## config.mk

```make
export PLATFORM = sky130hd
export DESIGN_NAME = multi_channel_scalar_kalman_filter
export DESIGN_NICKNAME = d
export VERILOG_FILES = /design/src/rtl/core/mkf_pkg.sv /design/src/rtl/core/mkf_divider.sv /design/src/rtl/core/mkf_multiplier.sv /design/src/rtl/core/multi_channel_scalar_kalman_filter.sv
export SDC_FILE = /design/constraint.sdc
export NUM_CORES = 2
export LEC_CHECK = 0
export ABC_AREA = 1
export BUFFER_PORTS_ARGS = -buffer_cell sky130_fd_sc_hd__buf_2
export CAP_MARGIN = 20
export CORE_MARGIN = 1.5
export CORE_UTILIZATION = 47
export DETAILED_ROUTE_END_ITERATION = 10
export GPL_TIMING_DRIVEN = 1
export PLACE_DENSITY_LB_ADDON = 0.15
export SLEW_MARGIN = 5
export SYNTH_ARGS = -nofsm -noshare
export SYNTH_HDL_FRONTEND = slang
export SYNTH_SLANG_ARGS = --single-unit
export TNS_END_PERCENT = 100
```

## constraint.sdc

```tcl
create_clock -name clock -period 16.05 [get_ports clock]
set_input_delay 0 -clock clock [delete_from_list [all_inputs] [get_ports clock]]
set_output_delay 0 -clock clock [all_outputs]
set_load 0.01 [all_outputs]
```

## src/rtl/core/mkf_pkg.sv

```systemverilog
`timescale 1ns / 1ps
// ----------------------------------------------------------------------------
// mkf_pkg - shared constants for the multi-channel scalar kalman filter
// Field widths, fixed-point formats and register indexes used by the filter
// core, its serial divider and its serial multiplier.
// ----------------------------------------------------------------------------
package mkf_pkg;

   localparam int CHANNELS    = 6;
   localparam int SAMPLE_BITS = 16;
   localparam int FRAC_BITS   = 16;

   localparam int CH_BITS  = 3;
   localparam int EST_BITS = 32;
   localparam int VAR_BITS = 20;
   localparam int IDX_BITS = (CHANNELS > 1) ? $clog2(CHANNELS) : 1;

   localparam int CSR_IDX_BITS  = 2;
   localparam int CSR_DATA_BITS = 20;

   // gain carries one integer bit so that 1.0 is exact
   localparam int K_BITS    = FRAC_BITS + 1;
   localparam int DEN_BITS  = VAR_BITS + 1;
   localparam int REM_BITS  = VAR_BITS + 2;
   localparam int DIFF_BITS = EST_BITS + 1;
   localparam int PE_BITS   = DIFF_BITS + K_BITS;
   localparam int PV_BITS   = VAR_BITS + K_BITS;
   localparam int CNT_BITS  = $clog2(K_BITS + 1);

   localparam logic [VAR_BITS-1:0] VAR_MAX = {VAR_BITS{1'b1}};
   localparam logic [EST_BITS-1:0] EST_MAX = {1'b0, {(EST_BITS-1){1'b1}}};
   localparam logic [EST_BITS-1:0] EST_MIN = {1'b1, {(EST_BITS-1){1'b0}}};

   localparam logic [CSR_IDX_BITS-1:0] REG_PROCESS_NOISE     = 2'd0;
   localparam logic [CSR_IDX_BITS-1:0] REG_MEASUREMENT_NOISE = 2'd1;
   localparam logic [CSR_IDX_BITS-1:0] REG_INITIAL_VARIANCE  = 2'd2;

   localparam logic [CSR_DATA_BITS-1:0] RST_PROCESS_NOISE     = 20'd6554;
   localparam logic [CSR_DATA_BITS-1:0] RST_MEASUREMENT_NOISE = 20'd6554;
   localparam logic [CSR_DATA_BITS-1:0] RST_INITIAL_VARIANCE  = 20'd65536;

endpackage

```

## src/rtl/core/mkf_divider.sv

```systemverilog
`timescale 1ns / 1ps
// ----------------------------------------------------------------------------
// mkf_divider - bit-serial gain divider
// Restoring division k = floor(p * 2^F / d), one quotient bit per cycle,
// K_BITS quotient bits, then a done pulse. A zero divisor gives a zero gain.
// ----------------------------------------------------------------------------
module mkf_divider (
   input  logic                          clock,
   input  logic                          reset,
   input  logic                          start,
   input  logic [mkf_pkg::VAR_BITS-1:0]  p,
   input  logic [mkf_pkg::DEN_BITS-1:0]  d,
   output logic                          done,
   output logic [mkf_pkg::K_BITS-1:0]    k
);
   import mkf_pkg::*;

   logic [REM_BITS-1:0] rem_ff, rem_in;
   logic [DEN_BITS-1:0] den_ff, den_in;
   logic [K_BITS-1:0]   quo_ff, quo_in;
   logic                zero_ff, zero_in;
   logic [CNT_BITS-1:0] cnt_ff, cnt_in;
   logic                busy_ff, busy_in;
   logic                done_ff, done_in;

   logic                ge;
   logic [REM_BITS-1:0] rem_sub;

   assign ge      = rem_ff >= REM_BITS'(den_ff);
   assign rem_sub = rem_ff - REM_BITS'(den_ff);

   always_comb begin
      rem_in  = rem_ff;
      den_in  = den_ff;
      quo_in  = quo_ff;
      zero_in = zero_ff;
      cnt_in  = cnt_ff;
      busy_in = busy_ff;
      done_in = 1'b0;
      if (start) begin
         rem_in  = REM_BITS'(p);
         den_in  = d;
         quo_in  = '0;
         zero_in = (d == '0);
         cnt_in  = CNT_BITS'(K_BITS);
         busy_in = 1'b1;
      end else if (busy_ff) begin
         // remainder stays below 2d, so the shifted value fits
         rem_in = (ge ? rem_sub : rem_ff) << 1;
         quo_in = {quo_ff[K_BITS-2:0], ge};
         cnt_in = cnt_ff - 1'b1;
         if (cnt_ff == CNT_BITS'(1)) begin
            busy_in = 1'b0;
            done_in = 1'b1;
         end
      end
   end

   always_ff @(posedge clock) begin
      rem_ff  <= rem_in;
      den_ff  <= den_in;
      quo_ff  <= quo_in;
      zero_ff <= zero_in;
      if (reset) begin
         cnt_ff  <= '0;
         busy_ff <= 1'b0;
         done_ff <= 1'b0;
      end else begin
         cnt_ff  <= cnt_in;
         busy_ff <= busy_in;
         done_ff <= done_in;
      end
   end

   assign done = done_ff;
   assign k    = zero_ff ? '0 : quo_ff;

endmodule

```

## src/rtl/core/mkf_multiplier.sv

```systemverilog
`timescale 1ns / 1ps
// ----------------------------------------------------------------------------
// mkf_multiplier - bit-serial shift-add multiplier pair
// Forms k * (z - x) and (1 - k) * p together, one gain bit per cycle,
// then raises done once all K_BITS gain bits are used.
// ----------------------------------------------------------------------------
module mkf_multiplier (
   input  logic                                 clock,
   input  logic                                 reset,
   input  logic                                 start,
   input  logic signed [mkf_pkg::DIFF_BITS-1:0] diff,
   input  logic        [mkf_pkg::K_BITS-1:0]    k,
   input  logic        [mkf_pkg::VAR_BITS-1:0]  p,
   output logic                                 done,
   output logic signed [mkf_pkg::PE_BITS-1:0]   prod_est,
   output logic        [mkf_pkg::PV_BITS-1:0]   prod_var
);
   import mkf_pkg::*;

   localparam logic [K_BITS-1:0] ONE = K_BITS'(1) << FRAC_BITS;

   logic signed [PE_BITS-1:0] mce_ff, mce_in;
   logic signed [PE_BITS-1:0] acce_ff, acce_in;
   logic        [PV_BITS-1:0] mcv_ff, mcv_in;
   logic        [PV_BITS-1:0] accv_ff, accv_in;
   logic        [K_BITS-1:0]  ke_ff, ke_in;
   logic        [K_BITS-1:0]  kv_ff, kv_in;
   logic        [CNT_BITS-1:0] cnt_ff, cnt_in;
   logic                      busy_ff, busy_in;
   logic                      done_ff, done_in;

   always_comb begin
      mce_in  = mce_ff;
      acce_in = acce_ff;
      mcv_in  = mcv_ff;
      accv_in = accv_ff;
      ke_in   = ke_ff;
      kv_in   = kv_ff;
      cnt_in  = cnt_ff;
      busy_in = busy_ff;
      done_in = 1'b0;
      if (start) begin
         mce_in  = PE_BITS'(diff);
         acce_in = '0;
         mcv_in  = PV_BITS'(p);
         accv_in = '0;
         ke_in   = k;
         kv_in   = ONE - k;
         cnt_in  = CNT_BITS'(K_BITS);
         busy_in = 1'b1;
      end else if (busy_ff) begin
         if (ke_ff[0]) begin
            acce_in = acce_ff + mce_ff;
         end
         if (kv_ff[0]) begin
            accv_in = accv_ff + mcv_ff;
         end
         mce_in = mce_ff <<< 1;
         mcv_in = mcv_ff << 1;
         ke_in  = ke_ff >> 1;
         kv_in  = kv_ff >> 1;
         cnt_in = cnt_ff - 1'b1;
         if (cnt_ff == CNT_BITS'(1)) begin
            busy_in = 1'b0;
            done_in = 1'b1;
         end
      end
   end

   always_ff @(posedge clock) begin
      mce_ff  <= mce_in;
      acce_ff <= acce_in;
      mcv_ff  <= mcv_in;
      accv_ff <= accv_in;
      ke_ff   <= ke_in;
      kv_ff   <= kv_in;
      if (reset) begin
         cnt_ff  <= '0;
         busy_ff <= 1'b0;
         done_ff <= 1'b0;
      end else begin
         cnt_ff  <= cnt_in;
         busy_ff <= busy_in;
         done_ff <= done_in;
      end
   end

   assign done     = done_ff;
   assign prod_est = acce_ff;
   assign prod_var = accv_ff;

endmodule

```

## src/rtl/core/multi_channel_scalar_kalman_filter.sv

```systemverilog
`timescale 1ns / 1ps
// ----------------------------------------------------------------------------
// multi_channel_scalar_kalman_filter - six-channel scalar kalman filter
// Per-channel estimate and variance, predict and update on every sample.
// ----------------------------------------------------------------------------
// Usage:
//   req_ channel: one item is a channel number and a signed raw sample, taken
//   when req_valid is high and req_stall is low. rsp_ channel: one item per
//   request with the channel, the new estimate (Q16.16) and variance (Q4.16).
//   csr_ port: write process noise, measurement noise and initial variance
//   while the filter is idle; unknown indexes are dropped.
//   From request accept to rsp_valid an item passes predict, the bit-serial
//   divider, the bit-serial multipliers, rounding and write-back.
//   An out-of-range channel skips the divider and multipliers and returns
//   zeros. One item is in flight at a time: no new request is taken until
//   the core is back in idle.
//   The result sits in an output register: a new request is taken while a
//   stalled result waits, and the core holds its write-back until the
//   output register is free. Reset clears the seen flags, so each channel's
//   next sample loads its estimate and initial variance; registers return
//   to their reset values.
// ----------------------------------------------------------------------------
module multi_channel_scalar_kalman_filter (
   input  logic                                   clock,
   input  logic                                   reset,
   input  logic                                   req_valid,
   output logic                                   req_stall,
   input  logic        [mkf_pkg::CH_BITS-1:0]     req_channel,
   input  logic signed [mkf_pkg::SAMPLE_BITS-1:0] req_sample,
   output logic                                   rsp_valid,
   input  logic                                   rsp_stall,
   output logic        [mkf_pkg::CH_BITS-1:0]     rsp_channel_out,
   output logic signed [mkf_pkg::EST_BITS-1:0]    rsp_estimate,
   output logic        [mkf_pkg::VAR_BITS-1:0]    rsp_variance,
   input  logic                                   csr_wr_en,
   input  logic        [mkf_pkg::CSR_IDX_BITS-1:0]  csr_index,
   input  logic        [mkf_pkg::CSR_DATA_BITS-1:0] csr_wdata
);
   import mkf_pkg::*;

   typedef enum logic [5:0] {
      S_IDLE = 6'b000001,
      S_PRED = 6'b000010,
      S_DIV  = 6'b000100,
      S_MUL  = 6'b001000,
      S_RND  = 6'b010000,
      S_DONE = 6'b100000
   } state_type;

   localparam int Z_WIDE   = SAMPLE_BITS + FRAC_BITS;
   localparam int ZX_BITS  = ((Z_WIDE > EST_BITS) ? Z_WIDE : EST_BITS) + 1;
   localparam int DLT_BITS = PE_BITS - FRAC_BITS;
   localparam int SUM_BITS = DLT_BITS + 1;
   localparam int NP_BITS  = PV_BITS + 1 - FRAC_BITS;

   localparam logic [PE_BITS-1:0] HALF_E = PE_BITS'(1) << (FRAC_BITS - 1);
   localparam logic [PV_BITS:0]   HALF_V = (PV_BITS + 1)'(1) << (FRAC_BITS - 1);

   state_type state_ff, state_in;

   logic [VAR_BITS-1:0] q_ff, r_ff, p0_ff;

   logic        [EST_BITS-1:0] est_ff [CHANNELS];
   logic        [VAR_BITS-1:0] var_ff [CHANNELS];
   logic        [CHANNELS-1:0] seen_ff;

   logic        [CH_BITS-1:0]     ch_ff;
   logic signed [SAMPLE_BITS-1:0] smp_ff;
   logic signed [EST_BITS-1:0]    x_ff, x_in;
   logic signed [EST_BITS-1:0]    z_ff, z_in;
   logic        [VAR_BITS-1:0]    p_ff, p_in;
   logic signed [DLT_BITS-1:0]    delta_ff, delta_in;
   logic        [VAR_BITS-1:0]    np_ff, np_in;

   logic                       rsp_valid_ff, rsp_valid_in;
   logic        [CH_BITS-1:0]  rsp_ch_ff;
   logic signed [EST_BITS-1:0] rsp_est_ff, rsp_est_in;
   logic        [VAR_BITS-1:0] rsp_var_ff, rsp_var_in;

   logic                 req_fire, out_free, retire, in_range;
   logic [IDX_BITS-1:0]  idx;

   logic signed [ZX_BITS-1:0]          z_ext;
   logic        [ZX_BITS-EST_BITS:0]   z_hi;
   logic        [VAR_BITS-1:0]         p_cur;
   logic        [VAR_BITS:0]           p_sum;
   logic        [VAR_BITS-1:0]         p_pred;
   logic        [DEN_BITS-1:0]         den;

   logic                         div_start, div_done, mul_start, mul_done;
   logic        [K_BITS-1:0]     gain;
   logic signed [DIFF_BITS-1:0]  diff;
   logic signed [PE_BITS-1:0]    prod_est, rnd_e;
   logic        [PV_BITS-1:0]    prod_var;
   logic        [PV_BITS:0]      rnd_v;
   logic        [NP_BITS-1:0]    np_full;
   logic signed [SUM_BITS-1:0]   x_sum;
   logic        [SUM_BITS-EST_BITS:0] sum_hi;

   assign req_fire = req_valid && (state_ff == S_IDLE);
   assign out_free = !rsp_valid_ff || !rsp_stall;
   assign retire   = (state_ff == S_DONE) && out_free;
   assign in_range = ({1'b0, ch_ff} < (CH_BITS + 1)'(CHANNELS));
   assign idx      = ch_ff[IDX_BITS-1:0];

   // measurement z = sample * 2^F, saturated to the estimate width
   assign z_ext = ZX_BITS'(smp_ff) <<< FRAC_BITS;
   assign z_hi  = z_ext[ZX_BITS-1:EST_BITS-1];
   always_comb begin
      if (&z_hi || ~|z_hi) begin
         z_in = z_ext[EST_BITS-1:0];
      end else begin
         z_in = z_ext[ZX_BITS-1] ? EST_MIN : EST_MAX;
      end
   end

   // first sample on a channel loads the estimate and the initial variance
   assign x_in   = seen_ff[idx] ? est_ff[idx] : z_in;
   assign p_cur  = seen_ff[idx] ? var_ff[idx] : p0_ff;
   assign p_sum  = {1'b0, p_cur} + {1'b0, q_ff};
   assign p_pred = p_sum[VAR_BITS] ? VAR_MAX : p_sum[VAR_BITS-1:0];
   assign p_in   = p_pred;
   assign den    = {1'b0, p_pred} + {1'b0, r_ff};

   assign div_start = (state_ff == S_PRED) && in_range;
   assign mul_start = (state_ff == S_DIV) && div_done;
   assign diff      = DIFF_BITS'(z_ff) - DIFF_BITS'(x_ff);

   mkf_divider u_div (
      .clock (clock),
      .reset (reset),
      .start (div_start),
      .p     (p_pred),
      .d     (den),
      .done  (div_done),
      .k     (gain)
   );

   mkf_multiplier u_mul (
      .clock    (clock),
      .reset    (reset),
      .start    (mul_start),
      .diff     (diff),
      .k        (gain),
      .p        (p_ff),
      .done     (mul_done),
      .prod_est (prod_est),
      .prod_var (prod_var)
   );

   // round half up, then drop the fraction
   assign rnd_e    = prod_est + HALF_E;
   assign delta_in = rnd_e[PE_BITS-1:FRAC_BITS];
   assign rnd_v    = {1'b0, prod_var} + HALF_V;
   assign np_full  = rnd_v[PV_BITS:FRAC_BITS];
   assign np_in    = (|np_full[NP_BITS-1:VAR_BITS]) ? VAR_MAX : np_full[VAR_BITS-1:0];

   assign x_sum  = SUM_BITS'(x_ff) + SUM_BITS'(delta_ff);
   assign sum_hi = x_sum[SUM_BITS-1:EST_BITS-1];

   always_comb begin
      if (!in_range) begin
         rsp_est_in = '0;
      end else if (&sum_hi || ~|sum_hi) begin
         rsp_est_in = x_sum[EST_BITS-1:0];
      end else begin
         rsp_est_in = x_sum[SUM_BITS-1] ? EST_MIN : EST_MAX;
      end
      rsp_var_in = in_range ? np_ff : '0;
   end

   always_comb begin
      state_in = state_ff;
      case (state_ff)
         S_IDLE: begin
            if (req_valid) begin
               state_in = S_PRED;
            end
         end
         S_PRED: begin
            state_in = in_range ? S_DIV : S_DONE;
         end
         S_DIV: begin
            if (div_done) begin
               state_in = S_MUL;
            end
         end
         S_MUL: begin
            if (mul_done) begin
               state_in = S_RND;
            end
         end
         S_RND: begin
            state_in = S_DONE;
         end
         S_DONE: begin
            if (out_free) begin
               state_in = S_IDLE;
            end
         end
         default: begin
            state_in = S_IDLE;
         end
      endcase
   end

   always_comb begin
      rsp_valid_in = rsp_valid_ff;
      if (retire) begin
         rsp_valid_in = 1'b1;
      end else if (!rsp_stall) begin
         rsp_valid_in = 1'b0;
      end
   end

   always_ff @(posedge clock) begin
      if (reset) begin
         state_ff     <= S_IDLE;
         rsp_valid_ff <= 1'b0;
         q_ff         <= RST_PROCESS_NOISE;
         r_ff         <= RST_MEASUREMENT_NOISE;
         p0_ff        <= RST_INITIAL_VARIANCE;
      end else begin
         state_ff     <= state_in;
         rsp_valid_ff <= rsp_valid_in;
         if (csr_wr_en) begin
            case (csr_index)
               REG_PROCESS_NOISE:     q_ff  <= csr_wdata;
               REG_MEASUREMENT_NOISE: r_ff  <= csr_wdata;
               REG_INITIAL_VARIANCE:  p0_ff <= csr_wdata;
               default: ;
            endcase
         end
      end
   end

   always_ff @(posedge clock) begin
      if (req_fire) begin
         ch_ff  <= req_channel;
         smp_ff <= req_sample;
      end
      if (state_ff == S_PRED) begin
         x_ff <= x_in;
         z_ff <= z_in;
         p_ff <= p_in;
      end
      if (state_ff == S_RND) begin
         delta_ff <= delta_in;
         np_ff    <= np_in;
      end
      if (retire) begin
         rsp_ch_ff  <= ch_ff;
         rsp_est_ff <= rsp_est_in;
         rsp_var_ff <= rsp_var_in;
      end
   end

   // per-channel state, written back when the item retires
   always_ff @(posedge clock) begin
      if (retire && in_range) begin
         est_ff[idx] <= rsp_est_in;
         var_ff[idx] <= rsp_var_in;
      end
   end

   always_ff @(posedge clock) begin
      if (reset) begin
         seen_ff <= '0;
      end else if (retire && in_range) begin
         seen_ff[idx] <= 1'b1;
      end
   end

   assign req_stall       = (state_ff != S_IDLE);
   assign rsp_valid       = rsp_valid_ff;
   assign rsp_channel_out = rsp_ch_ff;
   assign rsp_estimate    = rsp_est_ff;
   assign rsp_variance    = rsp_var_ff;

endmodule
```

# Yosys cells after proc, flatten, opt, wreduce, memory -nomap -nowiden

Memories as Yosys holds them, arrays and structs flattened. A register that Yosys moved wholly into a read port is not among the register bits.
Cells that the tools add are included.

Bits in registers: 552
RAM bits: 312
Input port bits: 46
Output and inout bits: 57
Logic and storage cells: 149
Memories kept: 2

Add/sub/neg operators: 12
$lt $le $gt $ge: 4
Eq/ne operators: 16
Multiplexer cells: 47
Bitwise operators: 3
Reductions and logical operators: 28

Memories:

| name   | depth | width | rd ports | clocked after memory_dff | wr ports | RTL line                                 | RTL |
|---|---|---|---|---|---|---|---|
| est_ff | 6     | 32    | 1        | 1                        | 1        | multi_channel_scalar_kalman_filter.sv:63 | `logic [EST_BITS-1:0] est_ff [CHANNELS];` |
| var_ff | 6     | 20    | 1        | 1                        | 1        | multi_channel_scalar_kalman_filter.sv:64 | `logic [VAR_BITS-1:0] var_ff [CHANNELS];` |

Operators with widths:

| cell                                                                | number |
|---|---|
| 20-bit 2-to-1 mux                                                   | 7 |
| 32-bit 2-to-1 mux                                                   | 4 |
| 50-bit 2-to-1 mux                                                   | 2 |
| 17-bit 2-to-1 mux                                                   | 5 |
| 50-bit by 16-bit adder with 50-bit output (second input constant)   | 1 |
| 50-bit adder                                                        | 1 |
| 20-bit by 20-bit adder with 21-bit output                           | 2 |
| 37-bit by 16-bit adder with 38-bit output (second input constant)   | 1 |
| 37-bit adder                                                        | 1 |
| 6-bit one-hot mux with 6 select lines                               | 1 |
| 32-bit by 34-bit adder with 35-bit output                           | 1 |
| 32-bit by 32-bit subtractor with 33-bit output                      | 1 |
| 6-bit 2-to-1 mux                                                    | 5 |
| 22-bit by 21-bit >= comparator with 1-bit output                    | 1 |
| 21-bit logical NOT                                                  | 1 |
| 21-bit 2-to-1 mux                                                   | 1 |
| 21-bit subtractor                                                   | 1 |
| 5-bit 2-to-1 mux                                                    | 4 |
| 17-bit subtractor (first input constant)                            | 1 |
| 1-bit 2-to-1 mux                                                    | 14 |
| 5-bit by 1-bit == test with 1-bit output (second input constant)    | 2 |
| 2-bit AND reduction                                                 | 5 |
| 5-bit by 1-bit subtractor with 5-bit output (second input constant) | 2 |
| 4-bit AND reduction                                                 | 2 |
| 27 further kinds                                                    | 44 |

# Logic depth before layout (Yosys ltp)

Depth in word-level cells: 7
Gate-level depth with buffers: 35
Gate-level depth less buffers: 32

# By module

Synthesis repeated with hierarchy kept, for this count alone.

Cells, all modules: 5,696
Area total of the unflattened synthesis: 47,623.2 um^2

Modules (own cells, without submodules):

| module                             | times used | cells an instance | area an instance (um^2) | sequential area each (um^2) |
|---|---|---|---|---|
| multi_channel_scalar_kalman_filter | 1          | 2,793             | 28,143.2                | 16,776.1 |
| mkf_multiplier                     | 1          | 2,356             | 15,302.2                | 5,345.1 |
| mkf_divider                        | 1          | 547               | 4,177.8                 | 1,781.7 |

# Least setup slack after synthesis

Ideal clock, no wire load.

Kind: register to register
Start point: register state_ff[1]
End point: memory est_ff[4][0] (enable)
Library setup time: 0.594 ns
Data arrival time: 6.066 ns
Required time: 15.456 ns
Setup slack: 9.390 ns
Stages on the path, launching flop included: 8
Path buffers: 0
Clock period less this slack: 6.660 ns
Cell sequence: dfxtp_1 inv_1 nand2_1 nor2_1 inv_1 nor3_1 nand2_1 nor4_1

Cells in the longest elaborated chain, start to end: 5

Ends and longest elaborated chain:

| item                                   | RTL line                                  | RTL |
|---|---|---|
| from (decl)                            | multi_channel_scalar_kalman_filter.sv:59  | `state_type state_ff, state_in;` |
| from (signal assigned)                 | multi_channel_scalar_kalman_filter.sv:224 | `state_ff <= state_in;` |
| 6-bit == test                          | multi_channel_scalar_kalman_filter.sv:102 | `assign retire = (state_ff == S_DONE) && out_free;` |
| 1-bit logical AND                      | multi_channel_scalar_kalman_filter.sv:102 |  |
| 1-bit logical AND                      | multi_channel_scalar_kalman_filter.sv:260 | `if (retire && in_range) begin` |
| 1-bit 2-to-1 mux                       | multi_channel_scalar_kalman_filter.sv:260 |  |
| 1-bit 2-to-1 mux (implied by the code) | multi_channel_scalar_kalman_filter.sv:261 | `est_ff[idx] <= rsp_est_in;` |
| to (decl)                              | multi_channel_scalar_kalman_filter.sv:63  |  |

Every way passes these cells.

==> impl_metrics.json <==
{
  "synth_nets": 5730,
  "met2_length_mm": 66.4,
  "die_y_microns": 319,
  "top_layer_used": "met4",
  "max_freq_mhz": 155,
  "fp.dieW_microns": 319,
  "synth_mux_area_frac": 0.00408,
  "multi_input_area_sq_um": 19900,
  "drt-initial-drc-count": 2867,
  "num_rows": 115,
  "synth_ff_type": "edfxtp_1",
  "syn_area_per_cell_sq_um": 8.58,
  "cap_violations": 0,
  "vdd_drop_max_v": 0.000101,
  "final_cell_area_sq_um": 52500,
  "synth_top_cell_by_area": "edfxtp_1",
  "synth-xor-area-share": 0.0325,
  "synth_edf_count": 654,
  "max_slew_margin": 0.307,
  "core-area_sq_um": 98700,
  "cts_root_buf": "clkbuf_16",
  "synth_compound_area_frac": 0.123,
  "p_per_area_nw_per_um2": 127,
  "vias_per_cell": 5.38,
  "diodes": 0,
  "dp_hpwl_mm": 98.3,
  "cp_slowest_cell": "dfxtp_4",
  "rsz0062_at_grt": "no",
  "gp_congestion": 0.977,
  "cpMostUsedCell": "nand2_1",
  "clk_pin_slew_worst_paths_ns": 0.06,
  "met1Wirelength_mm": 59.4,
  "grt_pass1_vias": 36300,
  "nFillCells": 9280,
  "timing_hold_violations_final": 0,
  "synthAdderAreaFrac": 0.0569,
  "firstDrtPassIters": 6,
  "outcome": "finished clean",
  "cts_tree": "done",
  "synthTopCellsByCount": "nand2_1, nor2_1, edfxtp_1",
  "antenna_found_initial": 0,
  "synth_seq_area_share": 0.509,
  "die_area_sq_um": 102000,
  "cts_buffers": 95,
  "place.port_buffers": 102,
  "crit_fanout": 87,
  "wire_per_inst_microns": 19.5,
  "syn-cell-area_sq_um": 46900,
  "grt_max_degree": 88,
  "ant_nets": 0,
  "skew_ns": 0.0306,
  "regArea_sq_um": 23900,
  "initial_core_util": 0.476,
  "finalCritPeriodShare": 0.403,
  "vias": 37500,
  "cp_data_arrival_time_ns": 7.00,
  "p_leak_nw": 22.1,
  "areaGrowthSynthToFinish_pct": 11.8,
  "cp.required_ns": 16.58,
  "setup_viol": 0,
  "insertion_delay_ns": 0.69,
  "grt_pass1_wl_mm": 209,
  "place_area_sq_um": 48700,
  "ios": 103,
  "gr-total-overflow": 0,
  "clock_sinks": 867,
  "drive_above_1_share": 0.0737,
  "total_power_mw": 6.66,
  "tightest_slew_ns": 1.04,
  "synthSimpleGateAreaFrac": 0.206,
  "wl_mm": 136,
  "post-synth-top-count-cell": "nand2_1",
  "async_flop_share": 0,
  "h-tree-depth": 3,
  "cp_slowest_stage_delay_ns": 0.90,
  "holdWs_ns": 0.0383,
  "path_class": "register to register",
  "gr-usage-all-layers": 0.264,
  "min_period_ns": 6.46,
  "synth_cell_types": 62,
  "hp-class": "primary input to register",
  "wl_met3_mm": 5.05,
  "yosys-top-cells-area": "edfxtp_1, dfxtp_1, nand2_1",
  "final_util": 0.532,
  "ys_ff_latch": 867,
  "synth_top_area_frac": 0.418,
  "ys_warn_count": 0,
  "syn_inst": 5474,
  "cp-start-kind": "register",
  "final_max_slew_viol_count": 0,
  "finalNetCount": 5860,
  "setup_tns_ns": 0,
  "crit_path_end_kind": "register",
  "drcViolationCount": 0,
  "clockBufferDepth": 3,
  "synth_top_family_by_area": "simple AND/OR/NAND/NOR gates"
}
critical path, delay by kind of cell, from the launching register on:
| family | cells | cell delay (ns) |
|---|---|---|
| xor gates and xnor gates | 1 | 0.22 |
| AOI/OAI and AO/OA | 7 | 1.59 |
| DFF | 1 | 0.90 |
| buffers and inverters | 2 | 0.59 |
| adders and majority gates | 3 | 1.12 |
| and+or+nand+nor | 15 | 1.81 |
what timing repair did:
item | CTS | global route
gates resized for setup | 0 | 0
buffers inserted | 0 | 0
hold endpoints to repair | 102 | 0
hold buffers | 59 | 0
flip-flops by register name, indices dropped and copies added, names as in the netlist, 21 cells and up, named ones only:
name,cells
x_ff,32
u_div.den_ff,21
u_div.rem_ff,22
u_mul.mce_ff,50
est_ff,192
u_mul.prod_var,37
u_mul.prod_est,50
delta_ff,34
rsp_estimate,32
u_mul.mcv_ff,37
var_ff,120
routing by layer:
| metal | up-vias | GRT usage |
|---|---|---|
| met4 | 0 | 0.0932 |
| met1 | 17700 | 0.341 |
| met2 | 841 | 0.457 |
| li1 | 18700 | - |
| met3 | 213 | 0.0290 |
| met5 | - | 0 |
worst paths after layout:
path         cells after the start  slack (ns)                      end                start
max                             28        9.59  u_div.zero_ff$_DFFE_PP_             register
min                              2        0.04      smp_ff[8]$_DFFE_PP_        req_sample[8]
max reg2reg                     28        9.59  u_div.zero_ff$_DFFE_PP_             register
min reg2reg                      0        0.45       z_ff[16]$_DFFE_PN_  smp_ff[0]$_DFFE_PP_
layout by cell type (no fill, tap or decap), types with 22 or more instances in the layout:
cell type         n
nor2_2           30
o21bai_1         28
nand2_1        1097
a21o_1           27
xor2_1          119
nor2_1          781
nor4_1           22
nor3_1           70
o32ai_1          52
buf_4            34
nand3_1         218
o21ai_0         433
dlygate4sd3_1    59
ha_1            204
xnor2_1          55
edfxtp_1        654
dfxtp_1         210
clkbuf_16        97
o22ai_1          67
nand2_2          23
a21oi_1         362
inv_1           649
buf_2           102
nand4_1          36
per-stage QoR:
step / worst slack (ns) / std cells
after floorplan: 9.39 / 5474
after global placement: 9.75 / 6734
after detailed placement: 9.67 / 6734
after CTS: 9.62 / 6972
after global routing: 8.94 / 6973
final: 9.59 / 6973
logic make-up after synthesis:
| logic type | count (synthesis) |
|---|---|
| xor+xnor | 174 |
| simple gates | 2340 |
| buf+inv | 827 |
| compound gates | 1039 |
| flops | 867 |
| fa+ha+maj | 210 |
| mux | 17 |
where the power goes:
group | leakage [nW] | internal (mW) | switching [mW]
sequential | 7.63 | 2.67 | 0.154
clock | 1.54 | 1.29 | 0.937
combinational | 12.9 | 0.491 | 1.11
final cells by class:
| type | count | area share |
|---|---|---|
| sequential | 867 | 0.456 |
| multi-input combinational | 3780 | 0.379 |
| clock buffer | 117 | 0.0483 |
| inverter | 664 | 0.0476 |
| tap | 1287 | 0.0307 |
| timing repair buffer | 196 | 0.0264 |
| clock inverter | 62 | 0.0122 |
(Power assumes the default switching activity.)
